### config.mk
export PLATFORM = sky130hd
export DESIGN_NAME = led_pattern_sequencer
export DESIGN_NICKNAME = d
export VERILOG_FILES = /design/src/rtl/lps_pkg.sv /design/src/rtl/led_pattern_sequencer.sv
export SDC_FILE = /design/constraint.sdc
export NUM_CORES = 1
export LEC_CHECK = 0
export ABC_CLOCK_PERIOD_IN_PS = 7590
export BUFFER_PORTS_ARGS = -buffer_cell sky130_fd_sc_hd__buf_2
export CAP_MARGIN = 5
export CORE_ASPECT_RATIO = 0.6
export CORE_UTILIZATION = 54
export CTS_CLUSTER_SIZE = 16
export DETAILED_ROUTE_END_ITERATION = 8
export PLACE_DENSITY = 0.86
export SETUP_SLACK_MARGIN = 0.05
export SYNTH_ARGS = -nofsm -noshare
export SYNTH_HDL_FRONTEND = slang
export SYNTH_SLANG_ARGS = --single-unit
### constraint.sdc
create_clock -name clk -period 7.59 [get_ports clk]
set_input_delay 1.1385 -clock clk [delete_from_list [all_inputs] [get_ports clk]]
set_output_delay 1.1385 -clock clk [all_outputs]
set_load 0.02 [all_outputs]
### src/rtl/lps_pkg.sv
// Package for the LED pattern sequencer: sizes, operation codes and the pattern ROM.
// Used by led_pattern_sequencer, lps_pattern_checker and the testbench; it depends on nothing else.
`default_nettype none

package lps_pkg;

	localparam int NUM_PATTERNS = 15;
	localparam int MAX_STEPS    = 6;
	localparam int PIN_COUNT    = 16;

	localparam int PAT_W   = $clog2(NUM_PATTERNS);
	localparam int STEP_W  = 3;
	localparam int CNT_W   = 3;
	localparam int MS_W    = 15;
	localparam int ROM_MS_W = 12;

	localparam logic [PIN_COUNT-1:0] USED_PIN_MASK_RESET = 16'hC000;

	typedef enum logic {
		OP_PLAY = 1'b0,
		OP_TICK = 1'b1
	} op_t;

	typedef struct packed {
		logic [PIN_COUNT-1:0] mask;
		logic                 lit;
		logic [ROM_MS_W-1:0]  ms;
	} step_t;

	localparam step_t NONE = '{mask: 16'h0000, lit: 1'b0, ms: 12'd0};

	localparam step_t BOTH_OFF_0    = '{mask: 16'hC000, lit: 1'b0, ms: 12'd0};
	localparam step_t LO_ON_1000    = '{mask: 16'h4000, lit: 1'b1, ms: 12'd1000};
	localparam step_t LO_OFF_200    = '{mask: 16'h4000, lit: 1'b0, ms: 12'd200};
	localparam step_t HI_ON_1000    = '{mask: 16'h8000, lit: 1'b1, ms: 12'd1000};
	localparam step_t HI_OFF_200    = '{mask: 16'h8000, lit: 1'b0, ms: 12'd200};
	localparam step_t LO_ON_100     = '{mask: 16'h4000, lit: 1'b1, ms: 12'd100};
	localparam step_t LO_OFF_100    = '{mask: 16'h4000, lit: 1'b0, ms: 12'd100};
	localparam step_t LO_OFF_2400   = '{mask: 16'h4000, lit: 1'b0, ms: 12'd2400};
	localparam step_t HI_ON_100     = '{mask: 16'h8000, lit: 1'b1, ms: 12'd100};
	localparam step_t HI_OFF_100    = '{mask: 16'h8000, lit: 1'b0, ms: 12'd100};
	localparam step_t HI_OFF_2400   = '{mask: 16'h8000, lit: 1'b0, ms: 12'd2400};
	localparam step_t HI_OFF_1000   = '{mask: 16'h8000, lit: 1'b0, ms: 12'd1000};
	localparam step_t LO_OFF_1000   = '{mask: 16'h4000, lit: 1'b0, ms: 12'd1000};
	localparam step_t BOTH_ON_100   = '{mask: 16'hC000, lit: 1'b1, ms: 12'd100};
	localparam step_t BOTH_OFF_100  = '{mask: 16'hC000, lit: 1'b0, ms: 12'd100};
	localparam step_t BOTH_ON_1000  = '{mask: 16'hC000, lit: 1'b1, ms: 12'd1000};
	localparam step_t BOTH_OFF_1000 = '{mask: 16'hC000, lit: 1'b0, ms: 12'd1000};

	localparam step_t PAT_ROM [NUM_PATTERNS][MAX_STEPS] = '{
		'{BOTH_OFF_0, NONE, NONE, NONE, NONE, NONE},
		'{LO_ON_1000, LO_OFF_200, NONE, NONE, NONE, NONE},
		'{HI_ON_1000, HI_OFF_200, NONE, NONE, NONE, NONE},
		'{LO_ON_100, LO_OFF_2400, NONE, NONE, NONE, NONE},
		'{HI_ON_100, HI_OFF_2400, NONE, NONE, NONE, NONE},
		'{LO_ON_100, LO_OFF_100, LO_ON_100, LO_OFF_2400, NONE, NONE},
		'{HI_ON_100, HI_OFF_100, HI_ON_100, HI_OFF_2400, NONE, NONE},
		'{LO_ON_100, LO_OFF_100, LO_ON_100, LO_OFF_100, LO_ON_100, LO_OFF_2400},
		'{HI_ON_100, HI_OFF_100, HI_ON_100, HI_OFF_100, HI_ON_100, HI_OFF_2400},
		'{HI_ON_100, HI_OFF_100, LO_ON_100, LO_OFF_100, NONE, NONE},
		'{HI_ON_1000, HI_OFF_1000, LO_ON_1000, LO_OFF_1000, NONE, NONE},
		'{BOTH_ON_100, BOTH_OFF_100, NONE, NONE, NONE, NONE},
		'{BOTH_ON_1000, BOTH_OFF_1000, NONE, NONE, NONE, NONE},
		'{BOTH_ON_1000, BOTH_OFF_100, NONE, NONE, NONE, NONE},
		'{HI_ON_100, HI_OFF_100, HI_ON_100, HI_OFF_100, HI_ON_100, HI_OFF_100}
	};

	localparam logic [CNT_W-1:0] PAT_COUNT [NUM_PATTERNS] = '{
		3'd1, 3'd2, 3'd2, 3'd2, 3'd2, 3'd4, 3'd4, 3'd6,
		3'd6, 3'd4, 3'd4, 3'd2, 3'd2, 3'd2, 3'd6
	};

	// Bit n is set when pattern n loops forever; the others play once.
	localparam logic [NUM_PATTERNS-1:0] PAT_REPEATS = 15'b001_1111_1111_1111;

	function automatic logic [PAT_W-1:0] row_of(input logic [PAT_W-1:0] p);
		row_of = (p < PAT_W'(NUM_PATTERNS)) ? p : '0;
	endfunction

	function automatic logic [CNT_W-1:0] count_of(input logic [PAT_W-1:0] p);
		count_of = PAT_COUNT[row_of(p)];
	endfunction

	function automatic logic repeats(input logic [PAT_W-1:0] p);
		repeats = PAT_REPEATS[row_of(p)];
	endfunction

	function automatic step_t step_of(input logic [PAT_W-1:0] p, input logic [STEP_W-1:0] s);
		step_of = (s < STEP_W'(MAX_STEPS)) ? PAT_ROM[row_of(p)][s] : NONE;
	endfunction

endpackage

`default_nettype wire

### src/rtl/led_pattern_sequencer.sv
// Top level of the LED pattern sequencer: input register, step logic and state, result register.
// Depends on lps_pkg for the pattern ROM, the operation codes and the sizes.
//
// Channel  Direction  Handshake            Payload
// in       to block   in_valid / in_stall  op, pattern
// out      from block out_valid / out_stall pin_levels, pin_drive_enable, accepted, playing_pattern
// cfg      to block   cfg_valid / cfg_ready cfg_data (used pin mask)
//
// Each beat waits in the input register until its result is loaded into the result register.
// One input beat is taken in every cycle while the output side is not stalled.
// The state update and the result register load in the same edge, so the result beat
// shows the state the item left behind; a stalled result freezes the state and the input register.
// Reset clears all state and sets the used pin mask to 0xC000; cfg_ready is always high.
`default_nettype none

module led_pattern_sequencer (
	input  wire                          clk,
	input  wire                          arst_n,
	input  wire                          in_valid,
	output logic                         in_stall,
	input  wire                          op,
	input  wire  [3:0]                   pattern,
	output logic                         out_valid,
	input  wire                          out_stall,
	output logic [15:0]                  pin_levels,
	output logic [15:0]                  pin_drive_enable,
	output logic                         accepted,
	output logic [3:0]                   playing_pattern,
	input  wire                          cfg_valid,
	output logic                         cfg_ready,
	input  wire  [15:0]                  cfg_data
);

	logic                              valid_s1;
	logic                              op_s1;
	logic [lps_pkg::PAT_W-1:0]         pattern_s1;
	logic                              out_valid_q;
	logic                              proc_en;
	logic                              do_item;

	logic [lps_pkg::PIN_COUNT-1:0]     used_mask_q;
	logic [lps_pkg::PAT_W-1:0]         now_pattern_q, resume_pattern_q;
	logic [lps_pkg::STEP_W-1:0]        now_step_q, resume_step_q;
	logic [lps_pkg::MS_W-1:0]          ms_left_q;
	logic                              timer_q;
	logic [lps_pkg::PIN_COUNT-1:0]     level_q, drive_q;
	logic                              acc_q;

	logic [lps_pkg::PAT_W-1:0]         now_pattern_d, resume_pattern_d;
	logic [lps_pkg::STEP_W-1:0]        now_step_d, resume_step_d;
	logic [lps_pkg::MS_W-1:0]          ms_left_d;
	logic                              timer_d;
	logic [lps_pkg::PIN_COUNT-1:0]     level_d, drive_d;
	logic                              acc_d;

	logic                              do_adv;
	logic [lps_pkg::PAT_W-1:0]         pre_pat, adv_pat;
	logic [lps_pkg::STEP_W-1:0]        pre_step, adv_step;
	logic [lps_pkg::PIN_COUNT-1:0]     pre_level, pre_drive;
	logic [lps_pkg::CNT_W-1:0]         adv_cnt;
	lps_pkg::step_t                    adv_st;

	assign proc_en   = !out_valid_q || !out_stall;
	assign in_stall  = valid_s1 && !proc_en;
	assign do_item   = valid_s1 && proc_en;
	assign cfg_ready = 1'b1;

	assign out_valid        = out_valid_q;
	assign pin_levels       = level_q;
	assign pin_drive_enable = drive_q;
	assign accepted         = acc_q;
	assign playing_pattern  = now_pattern_q;

	always_comb begin
		now_pattern_d    = now_pattern_q;
		now_step_d       = now_step_q;
		resume_pattern_d = resume_pattern_q;
		resume_step_d    = resume_step_q;
		ms_left_d        = ms_left_q;
		timer_d          = timer_q;
		acc_d            = 1'b0;
		do_adv           = 1'b0;
		pre_pat          = now_pattern_q;
		pre_step         = now_step_q;
		pre_level        = level_q;
		pre_drive        = drive_q;

		if (lps_pkg::op_t'(op_s1) == lps_pkg::OP_PLAY) begin
			if (pattern_s1 < lps_pkg::PAT_W'(lps_pkg::NUM_PATTERNS)) begin
				if (lps_pkg::repeats(now_pattern_q)) begin
					if (lps_pkg::repeats(pattern_s1)) begin
						resume_pattern_d = pattern_s1;
						resume_step_d    = '0;
					end else begin
						resume_pattern_d = now_pattern_q;
						resume_step_d    = now_step_q;
					end
					pre_pat  = pattern_s1;
					pre_step = '0;
					acc_d    = 1'b1;
				end else if (lps_pkg::repeats(pattern_s1)) begin
					resume_pattern_d = pattern_s1;
					resume_step_d    = '0;
					acc_d            = 1'b1;
				end
			end
			if (acc_d) begin
				pre_level = level_q & ~used_mask_q;
				pre_drive = drive_q | used_mask_q;
				do_adv    = 1'b1;
			end
		end else if (timer_q) begin
			if (ms_left_q > lps_pkg::MS_W'(1)) begin
				ms_left_d = ms_left_q - lps_pkg::MS_W'(1);
			end else begin
				do_adv = 1'b1;
			end
		end

		adv_pat  = pre_pat;
		adv_step = pre_step;
		if (pre_step >= lps_pkg::count_of(pre_pat)) begin
			if (lps_pkg::repeats(pre_pat)) begin
				adv_step = '0;
			end else begin
				adv_pat  = resume_pattern_d;
				adv_step = resume_step_d;
				if (lps_pkg::repeats(resume_pattern_d)) begin
					adv_step = '0;
				end
			end
		end
		adv_cnt = lps_pkg::count_of(adv_pat);
		if (adv_step >= adv_cnt) begin
			adv_step = '0;
		end
		adv_st = lps_pkg::step_of(adv_pat, adv_step);

		level_d = pre_level;
		drive_d = pre_drive;
		if (do_adv) begin
			level_d       = (pre_level & ~adv_st.mask) | (adv_st.lit ? adv_st.mask : '0);
			drive_d       = pre_drive | adv_st.mask;
			now_pattern_d = adv_pat;
			now_step_d    = adv_step + lps_pkg::STEP_W'(1);
			timer_d       = (adv_cnt != lps_pkg::CNT_W'(1));
			if (adv_cnt != lps_pkg::CNT_W'(1)) begin
				ms_left_d = lps_pkg::MS_W'(adv_st.ms);
			end
		end
	end

	always_ff @(posedge clk or negedge arst_n) begin
		if (!arst_n) begin
			valid_s1    <= 1'b0;
			out_valid_q <= 1'b0;
		end else begin
			if (in_valid && !in_stall) begin
				valid_s1 <= 1'b1;
			end else if (proc_en) begin
				valid_s1 <= 1'b0;
			end
			if (proc_en) begin
				out_valid_q <= valid_s1;
			end
		end
	end

	always_ff @(posedge clk) begin
		if (in_valid && !in_stall) begin
			op_s1      <= op;
			pattern_s1 <= pattern;
		end
	end

	always_ff @(posedge clk or negedge arst_n) begin
		if (!arst_n) begin
			used_mask_q <= lps_pkg::USED_PIN_MASK_RESET;
		end else if (cfg_valid && cfg_ready) begin
			used_mask_q <= cfg_data;
		end
	end

	always_ff @(posedge clk or negedge arst_n) begin
		if (!arst_n) begin
			now_pattern_q    <= '0;
			now_step_q       <= '0;
			resume_pattern_q <= '0;
			resume_step_q    <= '0;
			ms_left_q        <= '0;
			timer_q          <= 1'b0;
			level_q          <= '0;
			drive_q          <= '0;
			acc_q            <= 1'b0;
		end else if (do_item) begin
			now_pattern_q    <= now_pattern_d;
			now_step_q       <= now_step_d;
			resume_pattern_q <= resume_pattern_d;
			resume_step_q    <= resume_step_d;
			ms_left_q        <= ms_left_d;
			timer_q          <= timer_d;
			level_q          <= level_d;
			drive_q          <= drive_d;
			acc_q            <= acc_d;
		end
	end

	a_stall_only_when_full: assert property (@(posedge clk) disable iff (!arst_n)
		in_stall |-> (valid_s1 && out_valid_q && out_stall))
		else $error("input stalled without a blocked result");

	a_bad_pattern_rejected: assert property (@(posedge clk) disable iff (!arst_n)
		(do_item && op_s1 == lps_pkg::OP_PLAY
			&& pattern_s1 >= lps_pkg::PAT_W'(lps_pkg::NUM_PATTERNS))
		|=> (!acc_q && $stable(now_pattern_q)))
		else $error("out of range pattern was accepted");

	a_drive_sticky: assert property (@(posedge clk) disable iff (!arst_n)
		1'b1 |=> ((drive_q & $past(drive_q)) == $past(drive_q)))
		else $error("a driven pin lost its drive enable");

	a_pattern_in_range: assert property (@(posedge clk) disable iff (!arst_n)
		out_valid_q |-> (now_pattern_q < lps_pkg::PAT_W'(lps_pkg::NUM_PATTERNS)))
		else $error("playing pattern out of range");

endmodule

`default_nettype wire

==> key figures <==
Outcome
  • Status: finished, final reports clean

Timing
  • Clock Skew: 11.1 ps
  • Final period utilization: 93.9%
  • Final hold slack: between 400 and 500 ps
  • Final Max Tran Viols: 0
  • RSZ-0062 raised after global routing: false
  • Relative slew margins: 32.6%
  • Final hold vios: 0
  • Setup_tns: 0 ps
  • Crit path time final: 7130 ps
  • F_max: 140 MHz
  • Final Setup Violations: 0
  • Worst-Margin Slew: 1010 ps

Global route
  • Total GRT Usage: 30.0%
  • First-pass GRT wire length: between 20000 and 25000 um
  • Initial antenna violation count: 0
  • Largest net degree at the start of global routing: a little over 80
  • Vias in the first global route: 4387
  • Grt ovf: 0

Placed design
  • Final RePlAce weighted congestion: 0.992
  • Port-buffer cells: between 60 and 70
  • HPWL Detailed: 10200 um

Critical path
  • Crit start category: flop
  • Crit path required time: between 7000 and 8000 ps
  • Reg2reg setup slack: between 400 and 500 ps
  • Setup crit start: playing_pattern[0]
  • WS Path Type: reg2reg
  • Worst path arrival time: ~7400 ps
  • Crit path top cell by count: ha_1
  • Reg2reg start: playing_pattern[0]
  • R2R cell count: 29
  • Critical path peak fanout: 9
  • CP Capture Type: flop
  • CP max-delay cell: o31ai_1
  • Levels on crit path: 29
  • Max incr delay on CP: a little under 600 ps
  • Worst Setup EP: pin_levels[14]
  • Kind of cell adding the most delay to the critical path: compound AO/OA/AOI/OAI gates
  • Worst path bufs/invs: 3
  • Reg2Reg Capture Point: pin_levels[14]

Clocking
  • Maximum clock path buffer count: 2
  • CTS Root Cell: clkbuf_16
  • Clk slew on worst S/H paths: roughly 70 ps
  • Worst skew pair latency: 340 ps
  • H-Tree Depth: 3
  • TritonCTS buffer count: 9
  • CTS Sinks: 86
  • CTS tree: done

Detailed routing
  • Drt drc: 0
  • Final wirelength: around 14000 um
  • WL/cell: 19.6 um
  • Vias/cell: 6.31
  • Routed vias: 4534
  • 1st-pass router iterations: 7
  • Final ANT Viol Nets: 0
  • DRT iter0 DRCs: 572

Power
  • Pwr dens: 338 nW/um2
  • Int Power: ~0.0012 W
  • Clk network pwr share: 24.6%
  • Leak Pwr: 2.53 nW
  • Switching Fraction: 41.9%
  • Maximum vdd drop: 0.000199 V
  • Logic pwr share: 43.8%
  • Sequential power share: 31.5%
  • Switch Pwr: 0.000841 W

Synthesis
  • Syn Std Cell Area: a little over 5000 um2
  • Ys flop type: dfrtp_1
  • Xor/xnor share of the synthesized area: 2.74%
  • Asr flop ratio synth: 94.2%
  • #FFs+latches synth: 86
  • Post-Syn Nets: 565
  • Main combinational cell family by area after synthesis: compound AO/OA/AOI/OAI gates
  • Complex-gate fraction of the synthesized area: 26.4%
  • Mean Syn Cell Area: 9.82 um2
  • Unique masters post-synth: 90
  • Simple-gate share of the synthesized area: 15.5%
  • Synth Area in Adders: 3.40%
  • EDFF count, synth: 5
  • Post-synthesis mux area share: about 4.8%
  • YS warnings: 0
  • Syn Inst Count: 525
  • Seq/Total Area, Yosys: 42.3%

Run
  • Maxcap violations: 0

Final layout
  • Filler cells: 724
  • P&R area growth vs syn: 15.1%
  • Nets: 623
  • Antenna cells: 0
  • Area of the multi-input gates: 2760 um2
  • Seq. cell area: 2180 um2
  • Commonest non-fill, non-tap cells in the layout: dfrtp_1, buf_2, nand2_1, nor2_1, o21ai_0
  • Layout cells sized above 1: 24.7%
  • Commonest non-fill, non-tap cell in the layout: dfrtp_1

Floorplan
  • Initial core utilization: 55.9%
  • Die Span Y: 77.7 um
  • IO Pins: between 60 and 70
  • Area of the core: 9220 um2
  • Die area: 9960 um2
  • Core Rows: 27
  • Die Wd: about 130 um

Worst hold path
  • WHS Path Cells: 1
  • Hold WC Path Type: reg2reg
==> synth_stat cells (all sizes together), types with 5 or more instances <==
cell type	instances	area (um2)
a21o	16	120
xnor2	10	106
ha	14	175
edfxtp	5	150
o22a	6	53.8
a22o	6	52.6
o211ai	7	57.6
a22oi	6	45.0
and2	11	70.1
nor2	39	159
nand2	55	209
mux2	17	195
nor4	6	43.8
buf	20	139
nand2b	7	43.8
a21boi	16	120
nor3	10	50.1
o21ai	32	183
mux2i	5	50.1
clkbuf	9	35.0
inv	19	71.3
a211oi	7	62.6
a31oi	5	31.3
a21oi	23	119
nand3	13	70.1
dfrtp	79	1980
==> power groups by stage <==
stage | sequential, W | combinational, W | clock, W
floorplan | 0.000609 | 0.000622 | 0
global placement | 0.000628 | 0.000820 | 0
detailed placement | 0.000636 | 0.000828 | 0
CTS | 0.000629 | 0.000837 | 0.000502
global route | 0.000644 | 0.000951 | 0.000520
finish | 0.000633 | 0.000880 | 0.000495
==> state kept, by name (all words and copies together) (netlist names), 3 cells and up <==
| register | flops |
|---|---|
| ms_left_q | 15 |
| now_step_q | 3 |
| pattern_s1 | 4 |
| pin_drive_enable | 16 |
| pin_levels | 16 |
| playing_pattern | 4 |
| resume_pattern_q | 4 |
| resume_step_q | 3 |
| used_mask_q | 16 |
==> routing by layer <==
| layer | global-route usage (%) | wire length, um | up-vias |
|---|---|---|---|
| met5 | 0 | 0 | - |
| met2 | 43.9 | 6040 | 257 |
| met3 | 10.9 | 1670 | 23 |
| met4 | 8.71 | 189 | 0 |
| li1 | - | - | 2064 |
| met1 | 41.5 | 6160 | 2190 |
==> worst min-delay path by stage <==
| stage | endpoint | start | slack [ps] |
|---|---|---|---|
| 6_report | pin_drive_enable[7] | pin_drive_enable[7] | 460 |
| 5_1_grt | pin_drive_enable[6] | pin_drive_enable[6] | 480 |
| 4_1_cts | pin_drive_enable[7] | pin_drive_enable[7] | 460 |
| 3_5_place_dp | pin_drive_enable[5] | pin_drive_enable[5] | 440 |
| 3_3_place_gp | pin_drive_enable[11] | pin_drive_enable[11] | 430 |
| 2_1_floorplan | pin_levels[0] | used_mask_q[0] | 450 |
==> layout make-up <==
cell class	count	area share, %
clock buffers	10	4.03
clock inverters	6	1.64
inverters	20	1.27
multi-input cells	390	46.5
flip-flops and latches	86	36.7
well taps	130	2.74
repair buffers	76	7.09
==> worst reg2reg max path, delay by kind of cell, from the launching register on <==
family          cells  cell delay, ps
compound gates      8            2220
simple gates       12            2120
fa+ha+maj           4            1090
flops               1             550
mux                 1             430
buf+inv             3             370
xor+xnor            1             260
==> timing repair <==
action	in CTS	in global routing
buffers inserted	0	1
endpoints found under the setup margin	0	13
resized for setup	0	5
hold buffers	0	0
==> per-stage QoR <==
step	instance area [um2]	power [W]	std cells	util, %	worst slack (ps)
after global routing	5930	0.00211	718	64.3	68.3
final	5930	0.00201	718	64.3	461
after global placement	5550	0.00145	700	60.1	748
after detailed placement	5550	0.00146	700	60.1	450
after floorplan	5160	0.00123	525	-	1350
after CTS	5880	0.00197	716	63.8	400
==> cells by family (layout without fill, tap and decap cells) <==
family / Yosys count / in the layout
AOI/OAI and AO/OA: 177 / 177
other: 1 / 1
DFF: 86 / 86
adders and majority gates: 14 / 14
and+or+nand+nor: 162 / 162
muxes: 22 / 22
xor gates and xnor gates: 14 / 14
buffers and inverters: 49 / 112
Power figures use the tool's default switching activity.
